**config.mk**
```make
export PLATFORM = sky130hd
export DESIGN_NAME = random_blink_lid_timer
export DESIGN_NICKNAME = d
export VERILOG_FILES = /design/src/rtl/rblt_pkg.sv /design/src/rtl/rblt_div.sv /design/src/rtl/random_blink_lid_timer.sv
export VERILOG_INCLUDE_DIRS = /design/src /design/src/rtl
export SDC_FILE = /design/constraint.sdc
export NUM_CORES = 1
export LEC_CHECK = 0
export ABC_AREA = 1
export BUFFER_PORTS_ARGS = -buffer_cell sky130_fd_sc_hd__buf_2
export CAP_MARGIN = 20
export CELL_PAD_IN_SITES_DETAIL_PLACEMENT = 1
export CELL_PAD_IN_SITES_GLOBAL_PLACEMENT = 1
export CORE_MARGIN = 4
export CORE_UTILIZATION = 48
export DETAILED_ROUTE_END_ITERATION = 10
export GPL_ROUTABILITY_DRIVEN = 0
export PLACE_DENSITY = 0.86
export REMOVE_ABC_BUFFERS = 1
export SLEW_MARGIN = 20
export SYNTH_ARGS = -nofsm -noshare
export SYNTH_HDL_FRONTEND = slang
export SYNTH_SLANG_ARGS = --single-unit
```
**constraint.sdc**
```tcl
create_clock -name clk -period 7.8 [get_ports clk]
set_input_delay 1.56 -clock clk [delete_from_list [all_inputs] [get_ports clk]]
set_output_delay 1.56 -clock clk [all_outputs]
set_load 0.1 [all_outputs]
```
**src/rtl/random_blink_lid_timer_assert.svh**
```systemverilog
// Assertion macros shared by the lid timer RTL.
`ifndef RANDOM_BLINK_LID_TIMER_ASSERT_SVH
`define RANDOM_BLINK_LID_TIMER_ASSERT_SVH

// Plain property, sampled on clk, off while in reset.
`define RBLT_ASSERT(lbl, prop, msg) \
  lbl: assert property (@(posedge clk) disable iff (!rst_n) (prop)) else $error(msg);

// Same-cycle implication.
`define RBLT_ASSERT_IMPL(lbl, ante, cons, msg) \
  lbl: assert property (@(posedge clk) disable iff (!rst_n) (ante) |-> (cons)) else $error(msg);

// Next-cycle implication.
`define RBLT_ASSERT_NEXT(lbl, ante, cons, msg) \
  lbl: assert property (@(posedge clk) disable iff (!rst_n) (ante) |=> (cons)) else $error(msg);

`endif

```
**src/rtl/rblt_pkg.sv**
```systemverilog
`timescale 1ns / 1ps
`default_nettype none

package rblt_pkg;

  typedef enum logic [1:0] {
    PH_OPEN    = 2'd0,
    PH_CLOSING = 2'd1,
    PH_OPENING = 2'd2
  } phase_t;

  typedef enum logic [2:0] {
    S_IDLE,
    S_STEP,
    S_CSTART,
    S_CWAIT,
    S_LCG,
    S_MSTART,
    S_MWAIT,
    S_DONE
  } state_t;

  // config register indexes
  localparam logic [2:0] CFG_INTERVAL_MIN = 3'd0;
  localparam logic [2:0] CFG_INTERVAL_MAX = 3'd1;
  localparam logic [2:0] CFG_CLOSING      = 3'd2;
  localparam logic [2:0] CFG_OPENING      = 3'd3;
  localparam logic [2:0] CFG_SEED         = 3'd4;

  localparam logic [15:0] RST_INTERVAL_MIN = 16'd3000;
  localparam logic [15:0] RST_INTERVAL_MAX = 16'd6000;
  localparam logic [15:0] RST_CLOSING      = 16'd60;
  localparam logic [15:0] RST_OPENING      = 16'd90;
  localparam logic [31:0] RST_SEED         = 32'd1;

  localparam logic [31:0] LCG_MUL        = 32'd1664525;
  localparam logic [31:0] LCG_ADD        = 32'd1013904223;
  localparam logic [7:0]  CLOSED_LID     = 8'd255;
  localparam logic [15:0] SHOW_CLOSED_MS = 16'd20;

  // shared divider: 24-bit dividend (phase_time * 255 or LCG high half), 17-bit divisor (phase duration or span + 1)
  localparam int DIVIDEND_W = 24;
  localparam int DIVISOR_W  = 17;
  localparam int DIV_CNT_W  = $clog2(DIVIDEND_W);

  typedef struct packed {
    logic                  start;
    logic [DIVIDEND_W-1:0] dividend;
    logic [DIVISOR_W-1:0]  divisor;
  } div_req_t;

  typedef struct packed {
    logic                  done;
    logic [DIVIDEND_W-1:0] quotient;
    logic [DIVISOR_W-1:0]  remainder;
  } div_rsp_t;

endpackage

`default_nettype wire

```
**src/rtl/rblt_div.sv**
```systemverilog
`timescale 1ns / 1ps
`default_nettype none
`include "random_blink_lid_timer_assert.svh"

// Restoring divider, one quotient bit per cycle.
module rblt_div (
  input  wire logic               clk,
  input  wire logic               rst_n,
  input  wire rblt_pkg::div_req_t req,
  output rblt_pkg::div_rsp_t      rsp
);

  localparam int DW = rblt_pkg::DIVIDEND_W;
  localparam int VW = rblt_pkg::DIVISOR_W;
  localparam int CW = rblt_pkg::DIV_CNT_W;
  localparam logic [CW-1:0] LAST = CW'(DW - 1);

  logic          busy_r, busy_nxt;
  logic          done_r, done_nxt;
  logic [CW-1:0] cnt_r, cnt_nxt;
  logic [VW-1:0] rem_r, rem_nxt;
  logic [DW-1:0] quo_r, quo_nxt;
  logic [VW-1:0] dvs_r, dvs_nxt;

  logic [VW:0]   shifted;
  logic [VW+1:0] diff;
  logic          fits;

  always_comb begin
    shifted  = {rem_r, quo_r[DW-1]};
    diff     = {1'b0, shifted} - {2'b00, dvs_r};
    fits     = !diff[VW+1];
    busy_nxt = busy_r;
    done_nxt = 1'b0;
    cnt_nxt  = cnt_r;
    rem_nxt  = rem_r;
    quo_nxt  = quo_r;
    dvs_nxt  = dvs_r;
    if (req.start) begin
      busy_nxt = 1'b1;
      cnt_nxt  = '0;
      rem_nxt  = '0;
      quo_nxt  = req.dividend;
      dvs_nxt  = req.divisor;
    end else if (busy_r) begin
      rem_nxt = fits ? diff[VW-1:0] : shifted[VW-1:0];
      quo_nxt = {quo_r[DW-2:0], fits};
      cnt_nxt = cnt_r + 1'b1;
      if (cnt_r == LAST) begin
        busy_nxt = 1'b0;
        done_nxt = 1'b1;
      end
    end
  end

  always_ff @(posedge clk) begin
    if (!rst_n) begin
      busy_r <= 1'b0;
      done_r <= 1'b0;
      cnt_r  <= '0;
    end else begin
      busy_r <= busy_nxt;
      done_r <= done_nxt;
      cnt_r  <= cnt_nxt;
    end
  end

  always_ff @(posedge clk) begin
    rem_r <= rem_nxt;
    quo_r <= quo_nxt;
    dvs_r <= dvs_nxt;
  end

  assign rsp.done      = done_r;
  assign rsp.quotient  = quo_r;
  assign rsp.remainder = rem_r;

  `RBLT_ASSERT_IMPL(a_start_idle, req.start, !busy_r, "divider started while busy")
  `RBLT_ASSERT_NEXT(a_start_busy, req.start, busy_r, "divider did not go busy")
  `RBLT_ASSERT_IMPL(a_done_end, done_r, !busy_r && $past(busy_r), "done without a run")

endmodule

`default_nettype wire

```
**src/rtl/random_blink_lid_timer.sv**
```systemverilog
`timescale 1ns / 1ps
`default_nettype none
`include "random_blink_lid_timer_assert.svh"

// Random blink lid timer.
// Input channel (in_valid / in_stall / in_elapsed_ms): one transaction per tick,
// carrying the milliseconds since the previous tick. Result channel (out_valid /
// out_stall / out_*): exactly one transaction per tick with lid closure, change flag,
// phase and blink count. Config port (cfg_we / cfg_index / cfg_wdata): write-only,
// taken on any cycle with cfg_we high; write only while the block is idle.
// A small sequencer walks the phases one step per cycle when it is not running the
// LCG or waiting on the divider. Each lid update in closing or opening runs the
// shared divider; each completed blink runs the LCG and the same divider for the
// modulo. The next tick is taken once the current one is finished and handed to
// the output register.
// Reset (rst_n low, synchronous) loads the default config, open phase, time to
// blink 3000 ms, seed 1, and empties the output register.
// A stalled result holds in the output register; a new tick is still taken, but
// its result waits for the register to free up before the block goes idle again.
module random_blink_lid_timer (
  input  wire logic        clk,
  input  wire logic        rst_n,
  input  wire logic        in_valid,
  output logic             in_stall,
  input  wire logic [15:0] in_elapsed_ms,
  output logic             out_valid,
  input  wire logic        out_stall,
  output logic [7:0]       out_lid_closure,
  output logic             out_closure_changed,
  output logic [1:0]       out_blink_phase,
  output logic [31:0]      out_blinks_done,
  input  wire logic        cfg_we,
  input  wire logic [2:0]  cfg_index,
  input  wire logic [31:0] cfg_wdata
);

  localparam int DW = rblt_pkg::DIVIDEND_W;
  localparam int VW = rblt_pkg::DIVISOR_W;

  // config registers
  logic [15:0] min_r, max_r, closing_r, opening_r;

  // block state
  rblt_pkg::state_t state_r, state_nxt;
  rblt_pkg::phase_t phase_r, phase_nxt;
  logic [15:0] pt_r, pt_nxt;          // time spent in closing/opening
  logic [15:0] ttb_r, ttb_nxt;        // open time left
  logic [7:0]  closure_r, closure_nxt;
  logic [31:0] lcg_r, lcg_nxt;
  logic [31:0] blinks_r, blinks_nxt;
  logic [15:0] rem_r, rem_nxt;        // tick time not yet spent
  logic [7:0]  before_r, before_nxt;  // closure at accept

  // output register
  logic        out_valid_r, out_valid_nxt;
  logic [7:0]  out_closure_r;
  logic        out_changed_r;
  logic [1:0]  out_phase_r;
  logic [31:0] out_blinks_r;
  logic        out_load;

  rblt_pkg::div_req_t div_req;
  rblt_pkg::div_rsp_t div_rsp;

  // datapath terms
  logic [15:0]   dur_close, dur_open, dur, left, span;
  logic [16:0]   open_diff, phase_diff;
  logic [VW-1:0] mod_divisor;
  logic [DW-1:0] scaled_pt;
  logic [31:0]   lcg_step;
  logic [7:0]    quo8;
  logic          in_acc;

  assign in_acc = in_valid && !in_stall;

  always_comb begin
    dur_close   = (closing_r == 16'd0) ? 16'd1 : closing_r;
    dur_open    = (opening_r == 16'd0) ? 16'd1 : opening_r;
    dur         = (phase_r == rblt_pkg::PH_CLOSING) ? dur_close : dur_open;
    left        = (dur > pt_r) ? dur - pt_r : 16'd0;
    open_diff   = {1'b0, rem_r} - {1'b0, ttb_r};
    phase_diff  = {1'b0, rem_r} - {1'b0, left};
    span        = (max_r >= min_r) ? max_r - min_r : 16'd0;
    mod_divisor = {1'b0, span} + 17'd1;
    scaled_pt   = {pt_r, 8'd0} - {8'd0, pt_r};  // phase_time * 255
    lcg_step    = lcg_r * rblt_pkg::LCG_MUL + rblt_pkg::LCG_ADD;
    quo8        = div_rsp.quotient[7:0];
  end

  // sequencer
  always_comb begin
    state_nxt   = state_r;
    phase_nxt   = phase_r;
    pt_nxt      = pt_r;
    ttb_nxt     = ttb_r;
    closure_nxt = closure_r;
    lcg_nxt     = lcg_r;
    blinks_nxt  = blinks_r;
    rem_nxt     = rem_r;
    before_nxt  = before_r;
    out_load    = 1'b0;
    in_stall    = (state_r != rblt_pkg::S_IDLE);

    div_req.start    = 1'b0;
    div_req.dividend = scaled_pt;
    div_req.divisor  = {1'b0, dur};

    unique case (state_r)
      rblt_pkg::S_IDLE: begin
        if (in_valid) begin
          rem_nxt    = in_elapsed_ms;
          before_nxt = closure_r;
          state_nxt  = rblt_pkg::S_STEP;
        end
      end
      rblt_pkg::S_STEP: begin
        if (rem_r == 16'd0) begin
          state_nxt = rblt_pkg::S_DONE;
        end else begin
          case (phase_r)
            rblt_pkg::PH_OPEN: begin
              if (open_diff[16]) begin
                ttb_nxt   = ttb_r - rem_r;
                state_nxt = rblt_pkg::S_DONE;
              end else begin
                rem_nxt   = open_diff[15:0];
                ttb_nxt   = 16'd0;
                phase_nxt = rblt_pkg::PH_CLOSING;
                pt_nxt    = 16'd0;
              end
            end
            rblt_pkg::PH_CLOSING: begin
              if (phase_diff[16]) begin
                pt_nxt    = pt_r + rem_r;
                state_nxt = rblt_pkg::S_CSTART;
              end else begin
                rem_nxt     = phase_diff[15:0];
                closure_nxt = rblt_pkg::CLOSED_LID;
                phase_nxt   = rblt_pkg::PH_OPENING;
                pt_nxt      = 16'd0;
                // hold the closed lid for this tick when little time is left
                if (phase_diff[15:0] <= rblt_pkg::SHOW_CLOSED_MS) begin
                  state_nxt = rblt_pkg::S_DONE;
                end
              end
            end
            rblt_pkg::PH_OPENING: begin
              if (phase_diff[16]) begin
                pt_nxt    = pt_r + rem_r;
                state_nxt = rblt_pkg::S_CSTART;
              end else begin
                rem_nxt     = phase_diff[15:0];
                closure_nxt = 8'd0;
                phase_nxt   = rblt_pkg::PH_OPEN;
                pt_nxt      = 16'd0;
                blinks_nxt  = blinks_r + 32'd1;
                state_nxt   = rblt_pkg::S_LCG;
              end
            end
            default: state_nxt = rblt_pkg::S_DONE;
          endcase
        end
      end
      rblt_pkg::S_CSTART: begin
        div_req.start = 1'b1;
        state_nxt     = rblt_pkg::S_CWAIT;
      end
      rblt_pkg::S_CWAIT: begin
        if (div_rsp.done) begin
          closure_nxt = (phase_r == rblt_pkg::PH_CLOSING) ? quo8
                                                          : rblt_pkg::CLOSED_LID - quo8;
          state_nxt   = rblt_pkg::S_DONE;
        end
      end
      rblt_pkg::S_LCG: begin
        lcg_nxt   = lcg_step;
        state_nxt = rblt_pkg::S_MSTART;
      end
      rblt_pkg::S_MSTART: begin
        div_req.start    = 1'b1;
        div_req.dividend = {8'd0, lcg_r[31:16]};
        div_req.divisor  = mod_divisor;
        state_nxt        = rblt_pkg::S_MWAIT;
      end
      rblt_pkg::S_MWAIT: begin
        if (div_rsp.done) begin
          ttb_nxt   = min_r + div_rsp.remainder[15:0];
          state_nxt = rblt_pkg::S_STEP;
        end
      end
      rblt_pkg::S_DONE: begin
        if (!out_valid_r || !out_stall) begin
          out_load  = 1'b1;
          state_nxt = rblt_pkg::S_IDLE;
        end
      end
      default: state_nxt = rblt_pkg::S_IDLE;
    endcase

    // seed write reloads the generator
    if (cfg_we && cfg_index == rblt_pkg::CFG_SEED) begin
      lcg_nxt = cfg_wdata;
    end

    if (out_load) begin
      out_valid_nxt = 1'b1;
    end else if (out_valid_r && !out_stall) begin
      out_valid_nxt = 1'b0;
    end else begin
      out_valid_nxt = out_valid_r;
    end
  end

  rblt_div u_div (
    .clk   (clk),
    .rst_n (rst_n),
    .req   (div_req),
    .rsp   (div_rsp)
  );

  always_ff @(posedge clk) begin
    if (!rst_n) begin
      state_r     <= rblt_pkg::S_IDLE;
      phase_r     <= rblt_pkg::PH_OPEN;
      pt_r        <= 16'd0;
      ttb_r       <= rblt_pkg::RST_INTERVAL_MIN;
      closure_r   <= 8'd0;
      lcg_r       <= rblt_pkg::RST_SEED;
      blinks_r    <= 32'd0;
      out_valid_r <= 1'b0;
      min_r       <= rblt_pkg::RST_INTERVAL_MIN;
      max_r       <= rblt_pkg::RST_INTERVAL_MAX;
      closing_r   <= rblt_pkg::RST_CLOSING;
      opening_r   <= rblt_pkg::RST_OPENING;
    end else begin
      state_r     <= state_nxt;
      phase_r     <= phase_nxt;
      pt_r        <= pt_nxt;
      ttb_r       <= ttb_nxt;
      closure_r   <= closure_nxt;
      lcg_r       <= lcg_nxt;
      blinks_r    <= blinks_nxt;
      out_valid_r <= out_valid_nxt;
      if (cfg_we) begin
        case (cfg_index)
          rblt_pkg::CFG_INTERVAL_MIN: min_r     <= cfg_wdata[15:0];
          rblt_pkg::CFG_INTERVAL_MAX: max_r     <= cfg_wdata[15:0];
          rblt_pkg::CFG_CLOSING:      closing_r <= cfg_wdata[15:0];
          rblt_pkg::CFG_OPENING:      opening_r <= cfg_wdata[15:0];
          default: ;
        endcase
      end
    end
  end

  // payload, no reset
  always_ff @(posedge clk) begin
    rem_r    <= rem_nxt;
    before_r <= before_nxt;
    if (out_load) begin
      out_closure_r <= closure_r;
      out_changed_r <= (closure_r != before_r);
      out_phase_r   <= phase_r;
      out_blinks_r  <= blinks_r;
    end
  end

  assign out_valid           = out_valid_r;
  assign out_lid_closure     = out_closure_r;
  assign out_closure_changed = out_changed_r;
  assign out_blink_phase     = out_phase_r;
  assign out_blinks_done     = out_blinks_r;

  `RBLT_ASSERT_NEXT(a_accept_step, in_acc, state_r == rblt_pkg::S_STEP, "tick not stepped")
  `RBLT_ASSERT_IMPL(a_open_lid, state_r == rblt_pkg::S_IDLE && phase_r == rblt_pkg::PH_OPEN,
                    closure_r == 8'd0, "lid not open in open phase")
  `RBLT_ASSERT_IMPL(a_cwait_phase, state_r == rblt_pkg::S_CWAIT,
                    phase_r != rblt_pkg::PH_OPEN, "lid update in open phase")

endmodule

`default_nettype wire
```
==> impl_metrics.csv, run 1 <==
group,metric,value,unit
status,outcome,"finished, final reports clean",
sta,setup_violations,0,
sta,fin_crit_sh,83.5,%
global_route,grt_max_degree,76,
sta,final-hold-violation-count,0,
job,maxCapViolations,0,
final_layout,nets,4332,
floorplan,io_pins,101,
worst_setup_path,cp.required,8220,ps
final_layout,drive_gt1_share,6.58,%
clock_tree,clock_path_buffers,3,
logic_synthesis,ys.flop_type,"dfxtp_1",
route,vias,26459,
worst_setup_path,path_cells,"inv_1 -> ha_1 -> xor2_1 -> xor2_1 -> fa_1 -> inv_1 -> fa_1 -> fa_1 -> fa_1 -> fa_1 -> ha_1 -> nand2_1 -> nor2_1 -> inv_1 -> nor3_1 -> nand3_1 -> nand4_1 -> a21oi_1 -> or2_2 -> nand3_1 -> a21oi_1",
final_layout,ff_latch_area,7210,um2
worst_setup_path,path_class,"flop to flop",
clock_tree,hold_buffers,0,
logic_synthesis,synth_cell_types,61,
route,wire_per_inst,21.1,um
worst_setup_path,critPathSlowestCell,"fa_1",
sta,rsz0062_at_grt,"no",
logic_synthesis,async_flop_share,0,%
hold_path,holdCritPathClass,"flop to flop",
logic_synthesis,yosysTopAreaCell,"dfxtp_1",
sta,finClkSkew,27.9,ps
worst_setup_path,max_stage_delay,620,ps
route,vias_per_cell,5.72,
logic_synthesis,synth_area_leaders,"dfxtp_1 14%, ha_1 13%, edfxtp_1 12%",
logic_synthesis,post-synth-top-count-cell,"nand2_1",
floorplan,coreArea,57600,um2
sta,timing.fmax,153,MHz
logic_synthesis,ys_ff_latch,306,
global_route,antenna_found_initial,0,
clock_tree,cts_buffers,40,
route,antenna_left,0,
worst_setup_path,startpoint_type,"flop",
placement,dp.cells,4550,
logic_synthesis,yosysSeqAreaShare,25.8,%
clock_tree,htreeDepth,2,
route,drt_iter0_drc,1764,
worst_setup_path,crit_fanout,11,
floorplan,initial_core_util,48.5,%
final_layout,final_cells,4625,
worst_setup_path,worstSetupEndpointType,"flop",
logic_synthesis,yosys.area.top_type_share,14.2,%
clock_tree,root_buffer,"clkbuf_16",
logic_synthesis,syn_area_per_cell,7.43,um2
sta,slew_headroom,30.9,%
worst_setup_path,path_common_cell,"fa_1",
logic_synthesis,synthTopCellsByCount,"845 x nand2_1, 614 x inv_1, 304 x a21oi_1",
final_layout,syn_to_final_growth,9.11,%
worst_setup_path,critPathArrivalTime,6940,ps
logic_synthesis,yosys_warnings,0,
sta,fin_setup_tns,0,ps
logic_synthesis,synth_edf_count,108,
sta,drv_slew,0,
floorplan,chipWidth,249,um
clock_tree,clk_pin_slew,60,ps
floorplan,dieArea,62100,um2
sta,period_minus_slack,6520,ps
global_route,overflow,0,
sta,worst_pin_slew,1030,ps
route,post-route-drc-count,0,
route,dr.pass1.iters,5,
clock_tree,postCtsSetupBuffers,0,
floorplan,rows,88,
route,wirelength,97700,um
global_route,grt_pass1_vias,27885,
final_layout,n_fill_cell,7392,
global_route,grt_pass1_wl,153000,um
placement,dp_hpwl,78000,um
placement,io_buffer_count,100,
final_layout,multi_input_area,18000,um2
clock_tree,clk_latency,570,ps
logic_synthesis,netlist_area,27900,um2
global_route,grtUsageTotal,30.6,%
clock_tree,cts_sinks,306,
floorplan,dieHeight,249,um
logic_synthesis,synth_cells,3754,
clock_tree,cts_tree,"built",
clock_tree,cts_resized,0,
## final timing paths
| path | slack [ps] | end | start | cells past startpoint |
|---|---|---|---|---|
| min reg2reg | 470 | max_r[9]$_SDFFE_PN1P_ | max_r[9]$_SDFFE_PN1P_ | 2 |
| min | 470 | max_r[9]$_SDFFE_PN1P_ | max_r[9]$_SDFFE_PN1P_ | 2 |
| max | 1280 | lcg_r[28]$_SDFFE_PN0P_ | lcg_r[1]$_SDFFE_PN0P_ | 21 |
| max reg2reg | 1280 | lcg_r[28]$_SDFFE_PN0P_ | lcg_r[1]$_SDFFE_PN0P_ | 21 |
## worst max-delay path, delay by kind of cell, from the launching register on
family                   cells  cell delay [ps]
XOR/XNOR                     2              620
adder cells (fa/ha/maj)      7             3520
AND/OR/NAND/NOR              7             1080
flip-flops                   1              590
AO/OA/AOI/OAI                2              160
buffers and inverters        3              400
## layout by cell type (no fill, tap or decap), types with 41 or more instances in the layout
| cell type | instances |
|---|---|
| nand3_1 | 172 |
| nand2_1 | 845 |
| fa_1 | 147 |
| a21oi_1 | 303 |
| dfxtp_1 | 198 |
| edfxtp_1 | 108 |
| o21ai_0 | 232 |
| ha_1 | 301 |
| nor2_1 | 239 |
| xor2_1 | 80 |
| nand4_1 | 48 |
| buf_2 | 100 |
| xnor2_1 | 46 |
| clkbuf_16 | 41 |
| nor3_1 | 56 |
| inv_1 | 613 |
## metrics by stage
stage	area [um2]	utilization, %	worst slack, ps	hold slack [ps]
after floorplan	27500	-	1580	429
after global placement	29100	50.5	1780	443
after detailed placement	29100	50.5	1360	457
after CTS	30400	52.8	1340	470
after global routing	30400	52.9	838	491
final	30400	52.9	1280	465
## state kept, by name, indices dropped and copies added, names as in the netlist, 17 cells and up
signal / count
u_div.dvs_r: 17
u_div.rem_r: 17
out_blinks_done: 32
u_div.quo_r: 24
blinks_r: 32
lcg_r: 32
## layer usage
layer	global-route usage, %	vias to the layer above	wire, um	share of wire [%]
li1	-	12455	-	-
met1	38.3	12996	41100	42
met2	53.2	746	47200	48
met3	3.92	262	4770	4.9
met4	13.2	0	4730	4.8
met5	0	-	0	0
## area by class of cell
type	instances	area share [%]
clock buffers	59	3.85
clock inverters	14	0.485
inverters	624	7.70
multi-input cells	2742	59.1
flip-flops and latches	306	23.7
repair buffers	114	2.01
diodes	1	0.00822
well taps	765	3.14
## logic make-up after synthesis
kind of cell,synth area share (%)
xor gates and xnor gates,3.95
AOI/OAI and AO/OA,14.1
DFF,25.8
adders and majority gates,24.0
and+or+nand+nor,22.4
buffers and inverters,9.77
Power of run 1 is not shown: default switching activity piles up to over one toggle a cycle in this logic, so the estimate is an artifact.
==> inputs of run 2 (changes only) <==
ABC_AREA = 0   (was 1)
CORE_UTILIZATION = 49   (was 48)
PLACE_DENSITY = 0.84   (was 0.86)
clock period = 6.6 ns   (was 7.8 ns; I/O delays follow)
==> impl_metrics.csv, run 2 <==
group,metric,value,unit
final_layout,nets,3520,
logic_synthesis,yosys.area_share.simple,14.5,%
clock_tree,cts_buffers,37,
final_layout,final_common_cell,"inv_1",
logic_synthesis,yosysSeqAreaShare,27.8,%
sta,finClkSkew,39.7,ps
logic_synthesis,synth_area_leaders,"dfxtp_1 15%, ha_1 15%, edfxtp_1 13%",
sta,setup_violations,0,
floorplan,coreArea,52400,um2
logic_synthesis,synth_cell_types,81,
sta,slew_headroom,31.0,%
status,outcome,"finished, final reports clean",
logic_synthesis,post-synth-top-count-cell,"inv_1",
clock_tree,cts_sinks,306,
clock_tree,cts_tree,"built",
worst_setup_path,path_class,"flop to flop",
global_route,overflow,0,
logic_synthesis,yosys_warnings,0,
sta,final-hold-violation-count,0,
global_route,grt_pass1_wl,133000,um
route,dr.pass1.iters,5,
route,antenna_left,0,
logic_synthesis,ys.flop_type,"dfxtp_1",
clock_tree,htreeDepth,2,
clock_tree,clk_pin_slew,60,ps
worst_setup_path,ff2ff_setup_slack,220,ps
route,drt_iter0_drc,1364,
clock_tree,root_buffer,"clkbuf_16",
logic_synthesis,synth.area.mux_share,1.33,%
hold_path,holdCritPathClass,"flop to flop",
final_layout,drive_gt1_share,9.10,%
final_layout,n_antenna_cell,0,
worst_setup_path,cp.required,7090,ps
job,maxCapViolations,0,
route,wirelength,84400,um
logic_synthesis,async_flop_share,0,%
logic_synthesis,synth_top_family_by_area,"adder cells",
global_route,grtUsageTotal,29.1,%
worst_setup_path,critPathArrivalTime,6860,ps
final_layout,final_cell_mix,"324 x inv_1, 304 x nand2_1, 298 x ha_1",
global_route,grt_max_degree,55,
logic_synthesis,netlist_area,25900,um2
worst_setup_path,startpoint_type,"flop",
placement,io_buffer_count,100,
route,vias,22664,
final_layout,fin_area,28600,um2
sta,fin_crit_sh,96.6,%
route,post-route-drc-count,0,
clock_tree,clock_path_buffers,3,
logic_synthesis,synth_xor_area_share,7.50,%
logic_synthesis,synth_cells,2944,
worst_setup_path,crit_fanout,5,
placement,placed_area,27200,um2
logic_synthesis,yosys.area_share.adder,25.9,%
logic_synthesis,ys_ff_latch,306,
floorplan,dieHeight,238,um
route,vias_per_cell,6.07,
sta,worst_pin_slew,1030,ps
clock_tree,clk_latency,590,ps
floorplan,rows,84,
placement,dp_hpwl,65300,um
floorplan,initial_core_util,49.5,%
logic_synthesis,synth_edf_count,108,
logic_synthesis,yosys.area.top_type_share,15.3,%
logic_synthesis,yosysTopAreaCell,"dfxtp_1",
sta,period_minus_slack,6380,ps
global_route,antenna_found_initial,0,
floorplan,io_pins,101,
logic_synthesis,synth_compound_gate_area_share,16.6,%
sta,timing.fmax,157,MHz
floorplan,chipWidth,238,um
floorplan,dieArea,56700,um2
logic_synthesis,synthTopCellsByCount,"325 x inv_1, 304 x nand2_1, 301 x ha_1",
clock_tree,hold_buffers,0,
global_route,grt_pass1_vias,24313,
worst_setup_path,worstSetupEndpointType,"flop",
route,wire_per_inst,22.6,um
logic_synthesis,syn_area_per_cell,8.81,um2
sta,drv_slew,0,
final_layout,syn_to_final_growth,10.3,%
## run 2: routing by layer
metal	share of wire (%)	global-route usage, %	wire length, um
met4	3.6	10.1	3080
met5	0	0	0
met2	50	51.5	41800
met1	41	36.4	34400
met3	6.0	4.22	5060
## run 2: final cells by class
class / instances / area (um2)
tap: 688 / 861
inverter: 326 / 1230
sequential: 306 / 7210
clock inverter: 19 / 229
multi-input combinational: 2207 / 17200
fill: 6128 / 23800
timing repair buffer: 138 / 806
clock buffer: 49 / 1020
## run 2: stage by stage
| stage | setup TNS [ps] | hold slack, ps | utilization (%) | cells | setup WS [ps] |
|---|---|---|---|---|---|
| after floorplan | -13710 | 408 | - | 2839 | -758 |
| after global placement | 0 | 419 | 51.8 | 3659 | 291 |
| after detailed placement | -67.2 | 421 | 51.8 | 3659 | -37.6 |
| after CTS | 0 | 453 | 54.2 | 3727 | 65.9 |
| after global routing | -134 | 460 | 54.5 | 3733 | -51.7 |
| final | 0 | 459 | 54.5 | 3733 | 225 |
## run 2: what timing repair did
action,in CTS,in global routing
resized for setup,2,31
pin swaps,0,10
setup endpoints to repair,3,54
setup buffers,0,6
## run 2: kinds of logic after synthesis
group | count (synthesis)
DFF | 306
xor gates and xnor gates | 222
buffers and inverters | 431
AOI/OAI and AO/OA | 682
adders and majority gates | 448
muxes | 32
and+or+nand+nor | 823
## run 2: worst max-delay path, cell delays in order (launching register included)
cell      delay [ps]
dfxtp_1          360
nor4_4           350
a41oi_1          150
mux2_2           320
ha_1             240
fa_2             400
nor2b_1          140
o21ai_1           90
a21boi_1         200
o21ai_0          140
a21oi_1          240
a221o_1          270
a221oi_4         110
or3_4            400
fa_2             410
a211oi_2         320
o21ai_2          130
a21oi_2          230
xnor2_1          120
or4_1            550
or4_1            400
or3_1            330
o31a_1           260
o21ai_1          130
## run 2: worst paths after layout
path                              start                             to  depth (start not counted)
max          closing_r[10]$_SDFFE_PN0P_        state_r[2]$_SDFFE_PN0P_                         23
min           blinks_r[11]$_SDFFE_PN0P_  out_blinks_done[11]$_DFFE_PP_                          0
max reg2reg  closing_r[10]$_SDFFE_PN0P_        state_r[2]$_SDFFE_PN0P_                         23
min reg2reg   blinks_r[11]$_SDFFE_PN0P_  out_blinks_done[11]$_DFFE_PP_                          0
Power of run 2 is left out for the same reason.
==> inputs of run 3 (changes only) <==
GPL_TIMING_DRIVEN = 0   (was not set)
==> impl_metrics.csv, run 3 (synthesis gave the netlist of run 2 again) <==
group,metric,value,unit
status,outcome,"finished, final reports clean",
worst_setup_path,cp.required,7050,ps
clock_tree,clock_path_buffers,3,
floorplan,initial_core_util,49.5,%
worst_setup_path,worstSetupEndpointType,"flop",
route,wl_met2,42500,um
route,vias_per_cell,6.10,
route,wl_met1,35100,um
route,dr.pass1.iters,5,
clock_tree,root_buffer,"clkbuf_16",
floorplan,dieArea,56700,um2
sta,worst_pin_slew,1090,ps
job,maxCapViolations,0,
worst_setup_path,crit_buf_inv,2,
global_route,grtUsageTotal,29.4,%
floorplan,coreArea,52400,um2
sta,final-hold-violation-count,0,
worst_setup_path,ff2ff_setup_slack,110,ps
global_route,overflow,0,
worst_setup_path,critPathSlowestCell,"fa_1",
sta,period_minus_slack,6490,ps
clock_tree,hold_buffers,0,
placement,placed_area,27100,um2
sta,fin_crit_sh,98.4,%
route,routed.top_layer,"met4",
placement,dp_hpwl,64900,um
global_route,grt_pass1_wl,134000,um
floorplan,rows,84,
global_route,grt_max_degree,66,
global_route,antenna_found_initial,0,
final_layout,drive_gt1_share,9.57,%
final_layout,fin_area,28800,um2
hold_path,holdCritPathClass,"flop to flop",
route,wirelength,86000,um
worst_setup_path,startpoint_type,"flop",
floorplan,io_pins,101,
sta,rsz0062_at_grt,"yes",
route,drt_iter0_drc,1426,
worst_setup_path,max_stage_delay,550,ps
sta,drv_slew,0,
clock_tree,clk_latency,580,ps
final_layout,n_fill_cell,6026,
route,antenna_left,0,
clock_tree,clk_pin_slew,60,ps
global_route,grt_pass1_vias,24073,
floorplan,chipWidth,238,um
route,met3_length,4550,um
route,post-route-drc-count,0,
sta,setup_violations,0,
placement,io_buffer_count,100,
sta,finClkSkew,27.8,ps
floorplan,dieHeight,238,um
clock_tree,cts_sinks,306,
worst_setup_path,path_cells,"inv_1 -> ha_1 -> fa_1 -> inv_1 -> fa_1 -> fa_1 -> fa_1 -> fa_1 -> fa_1 -> ha_1 -> or2_2 -> a21oi_1 -> a21oi_2 -> a211oi_1 -> a21oi_1 -> o21a_1 -> o41ai_4 -> nand3b_1 -> a31oi_1",
clock_tree,cts_buffers,38,
final_layout,multi_input_area,17400,um2
clock_tree,htreeDepth,2,
final_layout,final_cell_mix,"324 x inv_1, 304 x nand2_1, 294 x ha_1",
final_layout,nets,3504,
worst_setup_path,critPathArrivalTime,6940,ps
sta,worst_hold_slack,443,ps
worst_setup_path,path_common_cell,"fa_1",
worst_setup_path,path_class,"flop to flop",
route,vias,22682,
final_layout,utilization,54.8,%
worst_setup_path,crit_fanout,10,
sta,slew_headroom,27.6,%
final_layout,ff_latch_area,7220,um2
sta,timing.fmax,154,MHz
final_layout,n_antenna_cell,0,
route,wire_per_inst,23.1,um
worst_setup_path,crit_family,"adder cells",
final_layout,syn_to_final_growth,10.9,%
final_layout,final_common_cell,"inv_1",
clock_tree,cts_tree,"built",
-- run 3: changes by cell type in the layout (fill, tap and decap cells not counted), moves of 5 or more --
cell / before / now
nor2_1: 199 / 194
clkbuf_8: 3 / 9
buf_4: 35 / 14
dfxtp_1: 193 / 188
-- run 3: worst paths after layout --
check	startpoint	end	cells past startpoint
max	lcg_r[1]$_SDFFE_PN0P_	lcg_r[31]$_SDFFE_PN0P_	19
min	blinks_r[11]$_SDFFE_PN0P_	out_blinks_done[11]$_DFFE_PP_	0
max reg2reg	lcg_r[1]$_SDFFE_PN0P_	lcg_r[31]$_SDFFE_PN0P_	19
min reg2reg	blinks_r[11]$_SDFFE_PN0P_	out_blinks_done[11]$_DFFE_PP_	0
-- run 3: final cells by class --
cell class	instances	share of cell area, %
repair buffers	121	2.72
inverters	326	4.27
clock inverters	12	0.383
well taps	688	2.99
clock buffers	58	3.96
flip-flops and latches	306	25.1
multi-input cells	2207	60.5
-- run 3: metrics by stage --
stage          instances  worst slack, ps  setup TNS [ps]
2_1_floorplan       2839             -758          -13710
3_3_place_gp        3627            -2980         -139770
3_5_place_dp        3640            -1510          -75300
4_1_cts             3713             3.12               0
5_1_grt             3718             -121            -282
6_report            3718              108               0
-- run 3: metal layers --
metal | GRT usage [%] | vias up
met4 | 12.3 | 0
met1 | 36.6 | 11290
met2 | 51.7 | 822
met5 | 0 | -
li1 | - | 10320
met3 | 3.81 | 250
-- run 3: repair_timing --
action / in CTS / in global routing
setup buffers: 2 / 5
resized for setup: 29 / 36
cloned: 1 / 0
setup endpoints to repair: 85 / 63
pin swaps: 4 / 13
Power of run 3 is left out for the same reason.
